$ cat src/design/ptc_pkg.sv
`timescale 1ns / 1ps

package ptc_pkg;

  localparam int CFG_W     = 16;
  localparam int CFG_IDX_W = 3;

  typedef enum logic [CFG_IDX_W-1:0] {
    REG_PRESSURE_SENSITIVITY   = 3'd0,
    REG_PRESSURE_OFFSET        = 3'd1,
    REG_SENSITIVITY_TEMP_COEFF = 3'd2,
    REG_OFFSET_TEMP_COEFF      = 3'd3,
    REG_REFERENCE_TEMPERATURE  = 3'd4,
    REG_TEMPERATURE_COEFF      = 3'd5
  } cfg_reg_t;

  // 20.00 C is the reference point; -15.00 C lies 3500 hundredths below it.
  localparam logic signed [19:0] TEMP_BASE  = 20'sd2000;
  localparam logic signed [18:0] COLD_SPAN  = 19'sd3500;

  typedef struct packed {
    logic [23:0] raw_pressure_reading;
    logic [23:0] raw_temperature_reading;
  } sample_t;

  typedef struct packed {
    logic signed [18:0] temperature_centi_deg;
    logic signed [31:0] pressure_deci_mbar;
  } result_t;

  // Compensated terms handed to the pressure back end.
  typedef struct packed {
    logic [23:0]        d1;
    logic signed [40:0] sens;
    logic signed [40:0] off;
    logic signed [18:0] temp;
  } press_t;

endpackage

$ cat src/design/ptc_pressure.sv
`timescale 1ns / 1ps

module ptc_pressure
  import ptc_pkg::*;
(
  input  logic    clk,
  input  logic    rst,
  input  logic    valid,
  input  press_t  terms,
  output logic    done,
  output result_t result
);

  logic signed [19:0] sens_hi;
  logic [20:0]        sens_lo;
  logic signed [44:0] ph_full;
  logic [44:0]        pl_full;

  logic               v7;
  logic signed [44:0] ph;
  logic [23:0]        pl_hi;
  logic signed [40:0] off7;
  logic signed [18:0] temp7;
  logic signed [46:0] q;

  // d1 * sens is split at bit 21 of sens; the low partial product is
  // non-negative, so the floor shift by 21 only keeps its upper bits.
  assign sens_hi = terms.sens[40:21];
  assign sens_lo = terms.sens[20:0];
  assign ph_full = sens_hi * $signed({1'b0, terms.d1});
  assign pl_full = {24'h0, sens_lo} * {21'h0, terms.d1};

  always_ff @(posedge clk) begin
    if (rst) begin
      v7 <= 1'b0;
    end else begin
      v7 <= valid;
    end
    ph    <= ph_full;
    pl_hi <= pl_full[44:21];
    off7  <= terms.off;
    temp7 <= terms.temp;
  end

  assign q = {{2{ph[44]}}, ph} + {23'h0, pl_hi} - {{6{off7[40]}}, off7};

  always_ff @(posedge clk) begin
    if (rst) begin
      done <= 1'b0;
    end else begin
      done <= v7;
    end
    result.temperature_centi_deg <= temp7;
    result.pressure_deci_mbar    <= q[44:13];
  end

endmodule

$ cat config.mk
export PLATFORM = sky130hd
export DESIGN_NAME = ptc_pressure
export DESIGN_NICKNAME = d
export VERILOG_FILES = /design/src/design/ptc_pkg.sv /design/src/design/ptc_pressure.sv
export SDC_FILE = /design/constraint.sdc
export NUM_CORES = 2
export LEC_CHECK = 0
export ABC_CLOCK_PERIOD_IN_PS = 7100
export CAP_MARGIN = 20
export CORE_MARGIN = 4
export CORE_UTILIZATION = 41
export CTS_CLUSTER_DIAMETER = 30
export DETAILED_ROUTE_END_ITERATION = 7
export DONT_BUFFER_PORTS = 1
export SLEW_MARGIN = 20
export SYNTH_ARGS = -nofsm -noshare
export SYNTH_HDL_FRONTEND = slang
export SYNTH_SLANG_ARGS = --single-unit
$ cat constraint.sdc
create_clock -name clk -period 7.1 [get_ports clk]
set_input_delay 0.71 -clock clk [delete_from_list [all_inputs] [get_ports clk]]
set_output_delay 0.71 -clock clk [all_outputs]
set_load 0.005 [all_outputs]
==> summary.txt <==
Job
  – Max-cap viol count: 0

Setup path
  – Critical Path Max Stage Delay: 0.56 ns
  – Buf/Inv on CP: 4
  – CP endpoint kind: flip-flop
  – Arrival @ worst endpoint: 6.91 ns
  – Top cell by count, worst path: fa_1
  – Slowest cell on crit path: fa_1
  – Crit Path Max Fanout: 41
  – Critical path class: in -> reg
  – Worst R2R Setup Slack: 3.31 ns
  – CP cell instances: and2_1, fa_1, inv_1, fa_1, fa_1, inv_1, fa_1, fa_1, fa_1, inv_1, fa_1, inv_1, ha_1, a21oi_1, o21ai_1, a211oi_1, o31ai_1, a31o_2, a211o_1, a311o_1, a21oi_1, xnor2_1
  – CP startpoint kind: primary input
  – Required @ worst endpoint: 7.50 ns
  – Crit path max-delay family: adder cells

Drt
  – Iteration-0 DRC Markers: 1,253
  – Vias/cell: 5.03
  – DRT Pass-1 Iters: 5
  – WL/cell: 19.4 µm
  – Vias: 26.9k
  – DRT antenna net count: 0
  – DRT Wirelength: 103,000 µm
  – DRC: 0

STA
  – Worst-Margin Slew: 0.624 ns
  – Clock Skew: 0.0191 ns
  – Max-slew violations: 0
  – Highest clock rate: 154 MHz
  – Unrepaired setup endpoints after global routing: false
  – Final period utilization: 91.7%
  – Fin. Hold Viols: 0
  – Setup TNS: 0 ns
  – Slew Limit Headroom: 58.0%
  – Final setup fails: 0
  – Period minus WS final: 6.51 ns

Synth
  – Seq cells post-synth: 182
  – Post-synthesis async set-or-reset flop share: 0%
  – YS warnings: 0
  – Count leader, synth: inv_1
  – Sequential share of the synthesized area: 9.41%
  – Dominant synthesized flop cell: dfxtp_1
  – Synth top area share: 42.9%
  – Cells after synthesis: 4,216
  – Synth area leaders: fa_1 43%, ha_1 13%, inv_1 9.8%, dfxtp_1 9.4%, and2_1 8.4%
  – Synth top cells by count: 1,010 x inv_1, 830 x fa_1, 518 x and2_1, 502 x nand2_1, 397 x ha_1
  – Mapped cell area: 38,700 µm²
  – Post-synth top area cell: fa_1
  – Mapped Avg Cell Area: 9.18 µm²
  – Mapped Nets: 5,571
  – Number of synthesized flops with an enable pin: 0
  – Synth unique cells: 71

Placed design
  – Gpl congestion: 0.850
  – DPL Wire Length: 79,400 µm
  – Number of port buffers: 0

Layout
  – Share of layout cells above drive strength 1: 1.96%
  – Fin nets: 5,425
  – Fill count: 9,141
  – Area delta synth->final: 4.17%
  – Ant. Diodes: 0

Global routing
  – First-pass GRT wire length: 165,000 µm
  – Grt ovf: 0
  – Initial antenna violation count: 3
  – GRT Util Overall: 21.4%
  – Largest net degree at the start of global routing: 42
  – Vias in the first global route: 28.7k

Clock tree
  – CTS Root Cell: clkbuf_16
  – Clock sink count: 182
  – Max H-tree Level: 4
  – Max Buffers Root-to-Sink: 2
  – Number of gates resized after cts: 0
  – Reg clk slew, reported paths: 0.08 ns
  – Hold_buf cts: 0
  – CTS tree: built
  – Clk_lat worst skew: 0.47 ns
  – Cts bufs inserted: 17
  – Setup bufs post-CTS: 0

Floorplanning
  – # rows: 112
  – Die area: 99,400 µm²
  – Boundary Pins: 180
  – Die height: 315 µm
  – Die width: 315 µm
  – CORE AREA: 93,500 µm²
  – Initial Util: 41.4%

Min path
  – Worst Hold Class: in -> reg

Status
  – Outcome: finished, final reports clean
[metrics by stage]
step | util, % | hold WS, ns | worst slack (ns) | area [µm²] | std cells
global placement | 42.5 | 0.310 | 0.112 | 39800 | 5305
detailed placement | 42.5 | 0.312 | 0.131 | 39800 | 5305
CTS | 43.2 | 0.212 | 0.628 | 40300 | 5336
floorplan | - | 0.310 | 0.297 | 38700 | 4216
finish | 43.2 | 0.259 | 0.592 | 40300 | 5336
global route | 43.2 | 0.228 | 0.244 | 40300 | 5336
[cells in the final DEF (no fill, tap or decap), types with 8 or more instances in the layout]
cell,instances
and2_1,518
a211oi_1,10
dfxtp_1,182
inv_1,1010
a31oi_1,10
a21oi_1,92
buf_4,22
nand2_1,502
nor2_1,62
fa_1,830
nor2b_1,16
clkbuf_16,17
o21ai_1,8
and3_1,9
nand2b_1,17
nor3_1,26
o21ai_0,51
ha_1,397
o21bai_1,9
nand4_1,11
xnor2_1,65
o21a_1,16
a21o_1,49
nand3_1,24
xor2_1,29
[routing by layer]
metal	up-vias	global-route usage [%]	routed length [µm]
met2	787	36.2	49800
li1	12100	-	-
met1	13800	28.5	44100
met4	0	6.39	3050
met5	-	0	0
met3	128	3.33	6410
[worst paths after layout]
check | start | cells past startpoint | endpoint
worst max-delay path | terms[109] | 22 | ph[43]$_DFF_P_
worst min-delay path | terms[32] | 0 | off7[13]$_DFF_P_
worst max register to register | pl_hi[22]$_DFF_P_ | 12 | result[30]$_DFF_P_
worst min register to register | temp7[6]$_DFF_P_ | 0 | result[38]$_DFF_P_
[state kept, by name, indices dropped and copies added (netlist names)]
name    cells
v7          1
temp7      19
ph         45
off7       41
result     51
done        1
pl_hi      24
[cells by family after synthesis]
group / synth area share [%]
xor+xnor: 2.13
fa+ha+maj: 55.7
compound gates: 5.31
simple gates: 15.8
flops: 9.41
buf+inv: 11.6
mux: 0.0517
[cell type report]
type                    count  area (µm²)  area share, %
flip-flops and latches    182        3640           9.03
clock buffers              17         425           1.05
clock inverters            14         156          0.388
well taps                1254        1570           3.89
inverters                1010        3790           9.40
repair buffers             22         165          0.409
multi-input cells        2837       30600           75.8
Power is not shown: default switching activity piles up to over one toggle a cycle in this logic, so the estimate is an artifact.
